File: src/design/gcrf_pkg.sv
// ----------------------------------------------------------------------------
// gcrf_pkg
// Shared types, codes and helper functions of the geometry register file.
// ----------------------------------------------------------------------------
`default_nettype none

package gcrf_pkg;

    localparam int AW = 5;
    localparam int DW = 32;

    // command codes
    localparam logic [2:0] CMD_DWR   = 3'd0;
    localparam logic [2:0] CMD_DRD   = 3'd1;
    localparam logic [2:0] CMD_CWR   = 3'd2;
    localparam logic [2:0] CMD_CRD   = 3'd3;
    localparam logic [2:0] CMD_AVSZ3 = 3'd4;
    localparam logic [2:0] CMD_AVSZ4 = 3'd5;

    // register indexes
    localparam logic [AW-1:0] D_OTZ  = 5'd7;
    localparam logic [AW-1:0] D_IR1  = 5'd9;
    localparam logic [AW-1:0] D_IR2  = 5'd10;
    localparam logic [AW-1:0] D_IR3  = 5'd11;
    localparam logic [AW-1:0] D_SXY0 = 5'd12;
    localparam logic [AW-1:0] D_SXY1 = 5'd13;
    localparam logic [AW-1:0] D_SXY2 = 5'd14;
    localparam logic [AW-1:0] D_SXYP = 5'd15;
    localparam logic [AW-1:0] D_SZ0  = 5'd16;
    localparam logic [AW-1:0] D_SZ1  = 5'd17;
    localparam logic [AW-1:0] D_SZ2  = 5'd18;
    localparam logic [AW-1:0] D_SZ3  = 5'd19;
    localparam logic [AW-1:0] D_MAC0 = 5'd24;
    localparam logic [AW-1:0] D_IRGB = 5'd28;
    localparam logic [AW-1:0] D_LZCS = 5'd30;
    localparam logic [AW-1:0] D_LZCR = 5'd31;
    localparam logic [AW-1:0] C_ZSF3 = 5'd29;
    localparam logic [AW-1:0] C_ZSF4 = 5'd30;
    localparam logic [AW-1:0] C_FLAG = 5'd31;

    localparam logic [DW-1:0] FLAG_KEEP  = 32'h7ffff000;
    localparam logic [DW-1:0] FLAG_ERR   = 32'h7f87e000;
    localparam logic [DW-1:0] FLAG_MPOS  = 32'h80010000;
    localparam logic [DW-1:0] FLAG_MNEG  = 32'h80008000;
    localparam logic [DW-1:0] FLAG_OTZ   = 32'h80040000;
    localparam logic [DW-1:0] ERR_BIT    = 32'h80000000;

    typedef enum logic [0:0] {
        ST_IDLE,
        ST_RUN
    } seq_state_t;

    typedef struct packed {
        logic          we;
        logic [AW-1:0] waddr;
        logic [DW-1:0] wdata;
        logic [AW-1:0] raddr;
    } mem_req_t;

    function automatic logic [DW-1:0] sext16(input logic [DW-1:0] v);
        sext16 = {{16{v[15]}}, v[15:0]};
    endfunction

    function automatic logic [DW-1:0] zext16(input logic [DW-1:0] v);
        zext16 = {16'h0000, v[15:0]};
    endfunction

    // leading zeros of one byte, 8 when zero
    function automatic logic [3:0] lz8(input logic [7:0] b);
        logic       hit;
        logic [3:0] n;
        hit = 1'b0;
        n   = 4'd0;
        for (int i = 7; i >= 0; i--) begin
            if (!hit && !b[i])
                n = n + 4'd1;
            else
                hit = 1'b1;
        end
        lz8 = n;
    endfunction

    function automatic logic [DW-1:0] data_rd_ext(input logic [AW-1:0] i,
                                                  input logic [DW-1:0] v);
        if (i inside {5'd1, 5'd3, 5'd5, 5'd8, 5'd9, 5'd10, 5'd11})
            data_rd_ext = sext16(v);
        else if (i inside {5'd7, [5'd16:5'd19]})
            data_rd_ext = zext16(v);
        else
            data_rd_ext = v;
    endfunction

    function automatic logic [DW-1:0] ctrl_wr_ext(input logic [AW-1:0] i,
                                                  input logic [DW-1:0] v);
        if (i inside {5'd4, 5'd12, 5'd20, 5'd26, 5'd27, 5'd29, 5'd30})
            ctrl_wr_ext = sext16(v);
        else if (i == C_FLAG)
            ctrl_wr_ext = (v & FLAG_KEEP) | (((v & FLAG_ERR) != '0) ? ERR_BIT : '0);
        else
            ctrl_wr_ext = v;
    endfunction

endpackage

`default_nettype wire

File: src/design/geometry_coprocessor_register_file.sv
// ----------------------------------------------------------------------------
// geometry_coprocessor_register_file
// Data/control register file of a geometry coprocessor with AVSZ3/AVSZ4.
// ----------------------------------------------------------------------------
// A transaction is taken when start is high and busy is low. Every
// transaction, writes included, answers with exactly one done pulse in the
// first cycle that busy is low again; read_data holds the read value with
// it, zero for non-reads. The receiver cannot stall, so results must be
// captured on the pulse. Busy time is set by the single RAM port of each
// bank, one access per cycle: plain writes and control writes are shortest,
// then reads, IRGB writes, SXYP writes, LZCS writes, AVSZ3/AVSZ4 longest.
// The next transaction may start in the cycle the done pulse is shown. Both
// banks read as zero after reset via per-entry valid bits; no clearing pass.
// ----------------------------------------------------------------------------
`default_nettype none

module geometry_coprocessor_register_file (
    input  wire logic                    clk,
    input  wire logic                    rst_n,
    input  wire logic                    start,
    output logic                         busy,
    input  wire logic [2:0]              cmd,
    input  wire logic [gcrf_pkg::AW-1:0] reg_index,
    input  wire logic [gcrf_pkg::DW-1:0] write_data,
    output logic                         done,
    output logic [gcrf_pkg::DW-1:0]      read_data
);
    import gcrf_pkg::*;

    mem_req_t      dreq;
    mem_req_t      creq;
    logic [DW-1:0] drdata;
    logic [DW-1:0] crdata;

    // data bank
    gcrf_ram u_dram (
        .clk   (clk),
        .rst_n (rst_n),
        .req   (dreq),
        .rdata (drdata)
    );

    // control bank
    gcrf_ram u_cram (
        .clk   (clk),
        .rst_n (rst_n),
        .req   (creq),
        .rdata (crdata)
    );

    // command sequencer
    gcrf_seq u_seq (
        .clk        (clk),
        .rst_n      (rst_n),
        .start      (start),
        .busy       (busy),
        .cmd        (cmd),
        .reg_index  (reg_index),
        .write_data (write_data),
        .dreq       (dreq),
        .creq       (creq),
        .drdata     (drdata),
        .crdata     (crdata),
        .done       (done),
        .read_data  (read_data)
    );

endmodule

`default_nettype wire

File: src/design/gcrf_ram.sv
// ----------------------------------------------------------------------------
// gcrf_ram
// 32 x 32 synchronous RAM, one write and one registered read per cycle.
// Per-entry valid bits make unwritten entries read as zero after reset.
// ----------------------------------------------------------------------------
`default_nettype none

module gcrf_ram (
    input  wire logic              clk,
    input  wire logic              rst_n,
    input  wire gcrf_pkg::mem_req_t req,
    output logic [gcrf_pkg::DW-1:0] rdata
);
    import gcrf_pkg::*;

    logic [DW-1:0]       mem [2**AW];
    logic [(2**AW)-1:0]  valid_reg;
    logic [DW-1:0]       rd_reg;
    logic                rvld_reg;

    always_ff @(posedge clk) begin
        if (req.we)
            mem[req.waddr] <= req.wdata;
        rd_reg <= mem[req.raddr];
    end

    always_ff @(posedge clk or negedge rst_n) begin
        if (!rst_n) begin
            valid_reg <= '0;
            rvld_reg  <= 1'b0;
        end
        else begin
            if (req.we)
                valid_reg[req.waddr] <= 1'b1;
            rvld_reg <= valid_reg[req.raddr];
        end
    end

    assign rdata = rvld_reg ? rd_reg : '0;

endmodule

`default_nettype wire

File: src/design/gcrf_seq.sv
// ----------------------------------------------------------------------------
// gcrf_seq
// Command sequencer: steps each transaction through reads and writes of the
// data and control RAMs, with the AVSZ multiply and leading-bit count.
// ----------------------------------------------------------------------------
`default_nettype none

module gcrf_seq (
    input  wire logic                   clk,
    input  wire logic                   rst_n,
    input  wire logic                   start,
    output logic                        busy,
    input  wire logic [2:0]             cmd,
    input  wire logic [gcrf_pkg::AW-1:0] reg_index,
    input  wire logic [gcrf_pkg::DW-1:0] write_data,
    output gcrf_pkg::mem_req_t          dreq,
    output gcrf_pkg::mem_req_t          creq,
    input  wire logic [gcrf_pkg::DW-1:0] drdata,
    input  wire logic [gcrf_pkg::DW-1:0] crdata,
    output logic                        done,
    output logic [gcrf_pkg::DW-1:0]     read_data
);
    import gcrf_pkg::*;

    seq_state_t         state_reg, state_next;
    logic [2:0]         step_reg, step_next;
    logic [2:0]         cmd_reg;
    logic [AW-1:0]      idx_reg;
    logic [DW-1:0]      wdat_reg;
    logic [DW-1:0]      t0_reg, t0_next;
    logic [DW-1:0]      t1_reg, t1_next;
    logic [5:0]         cnt_reg, cnt_next;
    logic               found_reg, found_next;
    logic [17:0]        acc_reg, acc_next;
    logic signed [15:0] scale_reg, scale_next;
    logic signed [34:0] prod_reg, prod_next;
    logic               done_reg, done_next;
    logic [DW-1:0]      rdout_reg, rdout_next;

    logic [DW-1:0]      lz_work;
    logic [7:0]         lz_byte;
    logic [3:0]         lz_n;
    logic [5:0]         cnt_base;
    logic               found_base;
    logic [15:0]        otz;
    logic [DW-1:0]      flag;
    logic signed [34:0] prod_c;
    logic               accept;

    assign accept = start && (state_reg == ST_IDLE);
    assign busy   = (state_reg != ST_IDLE);
    assign prod_c = $signed({1'b0, acc_reg}) * scale_reg;

    always_ff @(posedge clk or negedge rst_n) begin
        if (!rst_n) begin
            state_reg <= ST_IDLE;
            step_reg  <= '0;
            done_reg  <= 1'b0;
        end
        else begin
            state_reg <= state_next;
            step_reg  <= step_next;
            done_reg  <= done_next;
        end
    end

    always_ff @(posedge clk) begin
        if (accept) begin
            cmd_reg  <= cmd;
            idx_reg  <= reg_index;
            wdat_reg <= write_data;
        end
        t0_reg    <= t0_next;
        t1_reg    <= t1_next;
        cnt_reg   <= cnt_next;
        found_reg <= found_next;
        acc_reg   <= acc_next;
        scale_reg <= scale_next;
        prod_reg  <= prod_next;
        rdout_reg <= rdout_next;
    end

    // leading-bit count, one byte per step
    always_comb begin
        lz_work = wdat_reg[31] ? ~wdat_reg : wdat_reg;
        case (step_reg[1:0])
            2'd0:    lz_byte = lz_work[31:24];
            2'd1:    lz_byte = lz_work[23:16];
            2'd2:    lz_byte = lz_work[15:8];
            default: lz_byte = lz_work[7:0];
        endcase
        lz_n       = lz8(lz_byte);
        cnt_base   = (step_reg == 3'd0) ? 6'd0 : cnt_reg;
        found_base = (step_reg == 3'd0) ? 1'b0 : found_reg;
    end

    // AVSZ saturation and flags
    always_comb begin
        flag = '0;
        if (!prod_reg[34] && (prod_reg[33:31] != 3'b000))
            flag = FLAG_MPOS;
        else if (prod_reg[34] && (prod_reg[33:31] != 3'b111))
            flag = FLAG_MNEG;
        if (prod_reg[34]) begin
            otz  = 16'h0000;
            flag = flag | FLAG_OTZ;
        end
        else if (prod_reg[33:28] != '0) begin
            otz  = 16'hffff;
            flag = flag | FLAG_OTZ;
        end
        else begin
            otz = prod_reg[27:12];
        end
    end

    always_comb begin
        state_next = state_reg;
        step_next  = step_reg;
        t0_next    = t0_reg;
        t1_next    = t1_reg;
        cnt_next   = cnt_reg;
        found_next = found_reg;
        acc_next   = acc_reg;
        scale_next = scale_reg;
        prod_next  = prod_reg;
        done_next  = 1'b0;
        rdout_next = rdout_reg;
        dreq       = '0;
        creq       = '0;

        case (state_reg)
            ST_IDLE:
            begin
                if (accept) begin
                    state_next = ST_RUN;
                    step_next  = '0;
                end
            end
            ST_RUN:
            begin
                step_next = step_reg + 3'd1;
                case (cmd_reg)
                    CMD_DWR:
                    begin
                        if (idx_reg == D_SXYP) begin
                            // FIFO push: SXY0 <- SXY1 <- SXY2 <- value
                            case (step_reg)
                                3'd0: dreq.raddr = D_SXY1;
                                3'd1:
                                begin
                                    dreq.raddr = D_SXY2;
                                    t0_next    = drdata;
                                end
                                3'd2:
                                begin
                                    t1_next    = drdata;
                                    dreq.we    = 1'b1;
                                    dreq.waddr = D_SXY0;
                                    dreq.wdata = t0_reg;
                                end
                                3'd3:
                                begin
                                    dreq.we    = 1'b1;
                                    dreq.waddr = D_SXY1;
                                    dreq.wdata = t1_reg;
                                end
                                default:
                                begin
                                    dreq.we    = 1'b1;
                                    dreq.waddr = D_SXY2;
                                    dreq.wdata = wdat_reg;
                                    state_next = ST_IDLE;
                                    done_next  = 1'b1;
                                    rdout_next = '0;
                                end
                            endcase
                        end
                        else if (idx_reg == D_IRGB) begin
                            dreq.we = 1'b1;
                            case (step_reg)
                                3'd0:
                                begin
                                    dreq.waddr = D_IR1;
                                    dreq.wdata = {20'h0, wdat_reg[4:0], 7'h00};
                                end
                                3'd1:
                                begin
                                    dreq.waddr = D_IR2;
                                    dreq.wdata = {20'h0, wdat_reg[9:5], 7'h00};
                                end
                                3'd2:
                                begin
                                    dreq.waddr = D_IR3;
                                    dreq.wdata = {20'h0, wdat_reg[14:10], 7'h00};
                                end
                                default:
                                begin
                                    dreq.waddr = D_IRGB;
                                    dreq.wdata = wdat_reg;
                                    state_next = ST_IDLE;
                                    done_next  = 1'b1;
                                    rdout_next = '0;
                                end
                            endcase
                        end
                        else if (idx_reg == D_LZCS) begin
                            if (step_reg < 3'd4) begin
                                found_next = found_base || (lz_byte != 8'h00);
                                cnt_next   = found_base ? cnt_base
                                                        : cnt_base + {2'b00, lz_n};
                            end
                            else if (step_reg == 3'd4) begin
                                dreq.we    = 1'b1;
                                dreq.waddr = D_LZCR;
                                dreq.wdata = {26'h0, cnt_reg};
                            end
                            else begin
                                dreq.we    = 1'b1;
                                dreq.waddr = D_LZCS;
                                dreq.wdata = wdat_reg;
                                state_next = ST_IDLE;
                                done_next  = 1'b1;
                                rdout_next = '0;
                            end
                        end
                        else begin
                            // LZCR is read-only
                            dreq.we    = (idx_reg != D_LZCR);
                            dreq.waddr = idx_reg;
                            dreq.wdata = wdat_reg;
                            state_next = ST_IDLE;
                            done_next  = 1'b1;
                            rdout_next = '0;
                        end
                    end
                    CMD_DRD:
                    begin
                        dreq.raddr = (idx_reg == D_SXYP) ? D_SXY2 : idx_reg;
                        if (step_reg != 3'd0) begin
                            state_next = ST_IDLE;
                            done_next  = 1'b1;
                            rdout_next = data_rd_ext(idx_reg, drdata);
                        end
                    end
                    CMD_CWR:
                    begin
                        creq.we    = 1'b1;
                        creq.waddr = idx_reg;
                        creq.wdata = ctrl_wr_ext(idx_reg, wdat_reg);
                        state_next = ST_IDLE;
                        done_next  = 1'b1;
                        rdout_next = '0;
                    end
                    CMD_CRD:
                    begin
                        creq.raddr = idx_reg;
                        if (step_reg != 3'd0) begin
                            state_next = ST_IDLE;
                            done_next  = 1'b1;
                            rdout_next = crdata;
                        end
                    end
                    CMD_AVSZ3, CMD_AVSZ4:
                    begin
                        case (step_reg)
                            3'd0:
                            begin
                                creq.raddr = (cmd_reg == CMD_AVSZ4) ? C_ZSF4 : C_ZSF3;
                                dreq.raddr = D_SZ0;
                            end
                            3'd1:
                            begin
                                scale_next = $signed(crdata[15:0]);
                                acc_next   = (cmd_reg == CMD_AVSZ4)
                                           ? {2'b00, drdata[15:0]} : '0;
                                dreq.raddr = D_SZ1;
                            end
                            3'd2:
                            begin
                                acc_next   = acc_reg + {2'b00, drdata[15:0]};
                                dreq.raddr = D_SZ2;
                            end
                            3'd3:
                            begin
                                acc_next   = acc_reg + {2'b00, drdata[15:0]};
                                dreq.raddr = D_SZ3;
                            end
                            3'd4:
                                acc_next   = acc_reg + {2'b00, drdata[15:0]};
                            3'd5:
                            begin
                                prod_next  = prod_c;
                                dreq.raddr = D_OTZ;
                            end
                            3'd6:
                            begin
                                t0_next    = drdata;
                                dreq.we    = 1'b1;
                                dreq.waddr = D_MAC0;
                                dreq.wdata = prod_reg[31:0];
                            end
                            default:
                            begin
                                dreq.we    = 1'b1;
                                dreq.waddr = D_OTZ;
                                dreq.wdata = {t0_reg[31:16], otz};
                                creq.we    = 1'b1;
                                creq.waddr = C_FLAG;
                                creq.wdata = flag;
                                state_next = ST_IDLE;
                                done_next  = 1'b1;
                                rdout_next = '0;
                            end
                        endcase
                    end
                    default:
                    begin
                        state_next = ST_IDLE;
                        done_next  = 1'b1;
                        rdout_next = '0;
                    end
                endcase
            end
            default:
                state_next = ST_IDLE;
        endcase
    end

    assign done      = done_reg;
    assign read_data = rdout_reg;

endmodule

`default_nettype wire

File: config.mk
export PLATFORM = sky130hd
export DESIGN_NAME = geometry_coprocessor_register_file
export DESIGN_NICKNAME = d
export VERILOG_FILES = /design/src/design/gcrf_pkg.sv /design/src/design/geometry_coprocessor_register_file.sv /design/src/design/gcrf_ram.sv /design/src/design/gcrf_seq.sv
export SDC_FILE = /design/constraint.sdc
export NUM_CORES = 2
export LEC_CHECK = 0
export BUFFER_PORTS_ARGS = -buffer_cell sky130_fd_sc_hd__clkbuf_2
export CORE_AREA = 2 2 540 434
export DETAILED_ROUTE_END_ITERATION = 12
export DIE_AREA = 0 0 542 436
export HOLD_SLACK_MARGIN = 0.1
export SETUP_SLACK_MARGIN = 0.02
export SYNTH_ARGS = -nofsm -noshare
export SYNTH_HDL_FRONTEND = slang
export SYNTH_HIERARCHICAL = 1
export SYNTH_SLANG_ARGS = --single-unit
File: constraint.sdc
create_clock -name clk -period 9.3 [get_ports clk]
set_clock_uncertainty 0.05 [all_clocks]
set_input_delay 0.465 -clock clk [delete_from_list [all_inputs] [get_ports clk]]
set_output_delay 0.465 -clock clk [all_outputs]
set_load 0.005 [all_outputs]
After elaboration in Yosys (flattened, before gate mapping)
Memories as Yosys holds them, arrays and structs flattened. A register that Yosys moved wholly into a read port is not among the register bits.
Cells that the tools add are included.

operators by class
  $add $sub $neg = 10
  multiply operators = 1
  $lt $le $gt $ge = 9
  eq/ne operators = 44
  mux-type cells = 108
  bitwise operators = 7
  reductions and logical operators = 57

operators with widths
  kind                                                                   number
  32-bit 2-to-1 mux                                                      25
  38-bit case mux with 2 select lines                                    3
  38-bit 2-to-1 mux                                                      5
  32-bit case mux with 4 select lines                                    1
  38-bit case mux with 3 select lines                                    1
  37-bit case mux with 3 select lines                                    1
  43-bit 2-to-1 mux                                                      2
  32-bit bitwise OR                                                      2
  32-bit case mux with 2 select lines                                    1
  16-bit 2-to-1 mux                                                      3
  1-bit 2-to-1 mux                                                       37
  18-bit case mux with 2 select lines                                    1
  5-bit == test (second input constant)                                  7
  19-bit by 16-bit multiplier with 35-bit output                         1
  33-bit 2-to-1 mux                                                      1
  4-bit 2-to-1 mux                                                       8
  32-bit inverter                                                        1
  31-bit by 32-bit bitwise OR with 32-bit output                         1
  32-bit nonzero test                                                    1
  5-bit by 4-bit == test with 1-bit output (second input constant)       6
  5-bit case mux with 5 select lines                                     1
  4-bit by 1-bit adder with 4-bit output (second input constant)         6
  5-bit by 6-bit < comparator with 1-bit output (second input constant)  4
  8-bit case mux with 3 select lines                                     1
  other kinds (55)                                                       116

word-level totals
  register bits = 283
  memory bits (writable) = 2048
  input port bits = 43
  output and inout bits = 34
  word-level logic and storage cells = 256
  memories = 2

memories
  name        depth  bits a word  read ports  clocked after memory_dff  wr ports  line            source
  u_cram.mem  32     32           1           1                         1         gcrf_ram.sv:16  logic [DW-1:0] mem [2**AW];
  u_dram.mem  32     32           1           1                         1         gcrf_ram.sv:16

Logic depth before layout (Yosys ltp)
  word-level depth = 26
  gate-level depth with buffers = 35
  depth with buffers taken out = 34

By module
The synthesis kept the hierarchy.

by module, submodules not included
  module    instances  cells an instance  area an instance (um^2)
  gcrf_ram  2          2399               42070.3
  gcrf_seq  1          2222               21613.2

Worst setup path after synthesis
OpenSTA, ideal clock, no wires.

  path kind = register -> register
  start point = register u_seq.step_reg[1]
  end point = register u_seq.cnt_reg[5], data pin
  library setup time = 260 ps
  data arrival time = 5953 ps
  data required time = 8990 ps
  slack = 3037 ps
  stages on the path, launching flop included = 34
  path buffers = 1
  period minus slack after synthesis = 6263 ps
  path through = dfrtp_1 inv_1 ha_1 clkbuf_1 inv_1 o221a_2 a22oi_1 a21oi_1 nor2_1 nor2_1 ha_1 o21a_1 ha_1 mux2_2 o21a_1 ha_1 mux2i_1 nand3_1 and2_1 ha_1 a211oi_1 nor2b_1 ha_1 mux2_2 a211oi_1 nor2b_1 ha_1 a21o_1 a21oi_1 inv_1 a21oi_1 nor3b_1 xnor2_1 nor2_1

between the ends
  longest elaborated chain between the ends = 25

ends and longest elaborated chain
  what                                                                             line             source
  from (decl)                                                                      gcrf_seq.sv:26   logic [2:0] step_reg, step_next;
  from (signal assigned)                                                           gcrf_seq.sv:62   step_reg <= step_next;
  branches (longest 24 deep; another with 4-bit by 1-bit adder with 4-bit output)  --
  6-bit 2-to-1 mux (*)                                                             gcrf_seq.sv:210  cnt_next = found_base ? cnt_base
  to (signal assigned)                                                             gcrf_seq.sv:75   cnt_reg <= cnt_next;
  to (decl)                                                                        gcrf_seq.sv:32   logic [5:0] cnt_reg, cnt_next;

Mark *: on every way between the ends.
A chain may end at the register's enable or synchronous reset.

Worst setup path in the final report
Same ends and word-level chain as after synthesis.

==> metrics <==
Die Area=roughly 240000 um^2; Leak Pwr=a little under 40 nW; Hold Crit Class=in2reg; EDFF count, synth=roughly 2300; CTS root buffer=clkbuf_16; min Tclk post-route=~7300 ps; FP Rows=~160; slowest stage delay, CP=750 ps; sw frac=between 30 and 40%; DR pass1 iterations=6; Mapped Avg Cell Area=15.1 um^2; dominant synthesized flop cell=edfxtp_1; setup_tns=0 ps; vias per cell=5.93; slew margin rel.=about 6.7%; first-pass GRT wire length=428000 um; ys async rst share=roughly 3%; largest net degree at the start of global routing=roughly 120; #FFs+latches synth=2395; Post-Syn Nets=between 7000 and 8000; RSZ-0062 raised after global routing=no; Mapped Area=between 100000 and 150000 um^2; Core Footprint=between 200000 and 250000 um^2; slowest CP cell=ha_1; die height=between 400 and 500 um; register area=70900 um^2; clock latency on the worst-skew pair=~900 ps; Worst EP required=a little under 10000 ps; total number of vias=around 62000; H-tree levels=4; Comb power frac=a little under a third; post-route DRC violation count=0; Seq pwr share=40.2%; initial core utilization=a little under half; routability cong.=0.902; clk buf depth=3; Max VDD drop=~0.00036 V; fillers=between 15000 and 20000; Clk pwr share=29.3%; Non-Filler Cell Area, Final=roughly 120000 um^2; Placed Area=around 110000 um^2; area taken by multi-input logic gates=32300 um^2; Die X=~540 um; clock-pin slew of the registers on the worst-case setup and hold paths=70 ps; CTS tree=yes; power per cell area=between 200 and 300 nW/um^2; I/O pins=between 70 and 80; CTS sink cnt=approximately 2400; Seq/Total Area, Yosys=between 60% and 70%; Tightest Pin Transition=between 1000 and 1500 ps; Routed WL=298000 um; # setup viols final=0; CP Max Fanout=22; Slew Viols, Final=0; final worst-path cycle share=between 70% and 80%; Crit Path Category=reg2reg; Overflow after GRT=0; max_cap viols=0; CP endpoint kind=flop; register-to-register setup slack=approximately 2000 ps; top cells by count, synth=edfxtp_1, mux2i_1, nand2_1; Max Fclk=about 140 MHz; top-count cell post-synth=edfxtp_1; Synth cell types=81; top cell type's share of synthesized area=around 64%; initial antenna violation count=11; PostCTS Resize Cnt=0; Layout area overhead=11.4%; critical path arrival=around 8000 ps; Final #Nets=7566; GRT Overall Usage=between 20% and 30%; Routed Antenna Nets=0; P_int=21.2 mW; synth top area cells=edfxtp_1, mux2i_1, fa_1; number of global-route vias before repair=60023; Num CTS Buffers=between 200 and 250; Hold Vio Cnt, Final=0; overall power=around 31 mW; average wire per standard cell=28.7 um; Port Buf Inserts=76; largest area contributor in the netlist=edfxtp_1; CP startpoint kind=flop; status=finished clean; Net Switching=between 10 and 15 mW; most frequent CP cell=ha_1; dpl hpwl=approximately 170000 um; Mapped Cells=7020; DR iter-0 viols=7234; fraction of layout cells with a size suffix above 1=between 10% and 20%; Yosys warnings=6
## final timing paths
check | startpoint | end | cells after the start
min reg2reg | u_dram/valid_reg[20] | u_dram/valid_reg[20] | 1
max | u_seq/step_reg[1] | u_seq/cnt_reg[5] | 31
min in group asynchronous | rst_n | u_cram/valid_reg[12] | 3
min | write_data[17] | u_seq/wdat_reg[17] | 2
max in group asynchronous | rst_n | u_seq/busy | 3
max reg2reg | u_seq/step_reg[1] | u_seq/cnt_reg[5] | 31
## repair_timing
item	4_1_cts	5_1_grt
endpoints found under the hold margin	114	0
buffers inserted	0	0
hold buffers	43	0
## power groups by stage
stage / combinational, mW / clock [mW] / sequential (mW)
final: 9.58 / 9.22 / 12.6
after global routing: 10.6 / 9.77 / 12.6
after CTS: 9.52 / 9.36 / 12.6
after detailed placement: 9.31 / 0 / 12.8
after global placement: 9.36 / 0 / 12.8
after floorplan: 6.57 / 0 / 12.7
## metrics by stage
step           worst slack, ps  instances  hold slack [ps]  utilization (%)
5_1_grt                   1410      10384              308             51.0
3_5_place_dp              2080       9905              340             47.6
6_report                  1990      10387              348             51.0
3_3_place_gp              1910       9905              336             47.6
2_1_floorplan             3040       7020              119                -
4_1_cts                   2040      10379              287             51.0
## worst max-delay path, delay by kind of cell (launching register included)
family	cells	cell delay, ps
compound gates	10	1910
xor+xnor	1	140
fa+ha+maj	7	2450
buf+inv	2	410
flops	1	500
mux	3	760
simple gates	8	800
## logic make-up (layout without fill, tap and decap cells)
family                     Yosys count  in the layout  share of synthesized area (%)
AOI/OAI and AO/OA                 1057           1057                           6.77
xor gates and xnor gates            62             62                          0.513
adders and majority gates          382            382                           6.11
buffers and inverters              677            997                           3.08
DFF                               2395           2395                           67.1
muxes                             1084           1084                           10.3
other                                0              7                              0
and+or+nand+nor                   1363           1363                           6.19
## area by class of cell
type | instances | share of cell area [%]
Sequential cell | 2395 | 60.2
Multi-Input combinational cell | 3948 | 27.4
Clock buffer | 320 | 5.45
Tap cell | 3040 | 3.23
Timing Repair Buffer | 275 | 1.86
Inverter | 291 | 0.927
Clock inverter | 111 | 0.894
Antenna cell | 7 | 0.0149
## routing by layer
layer	track usage (%)	share of wire, %	wire [um]	up-vias
li1	-	-	-	26638
met1	37.5	45	134000	31936
met2	36.9	44	131000	2580
met3	5.06	8.7	25900	414
met4	6.41	2.4	7180	0
met5	0	0	0	-
## placed cells by master, fill, tap and decap left out, drive strengths merged, types with 68 or more instances in the layout
master and n:
edfxtp 2260, mux2i 1077, nand2 434, clkbuf 395, a21oi 314, inv 297
nand3 231, fa 224, nor2 224, a22oi 222, and2 218, ha 158
buf 157, a22o 137, o21ai 116, nor3 87, clkinv 86, a31oi 75
dfrtp 71, or2 68
(Power assumes the default switching activity.)
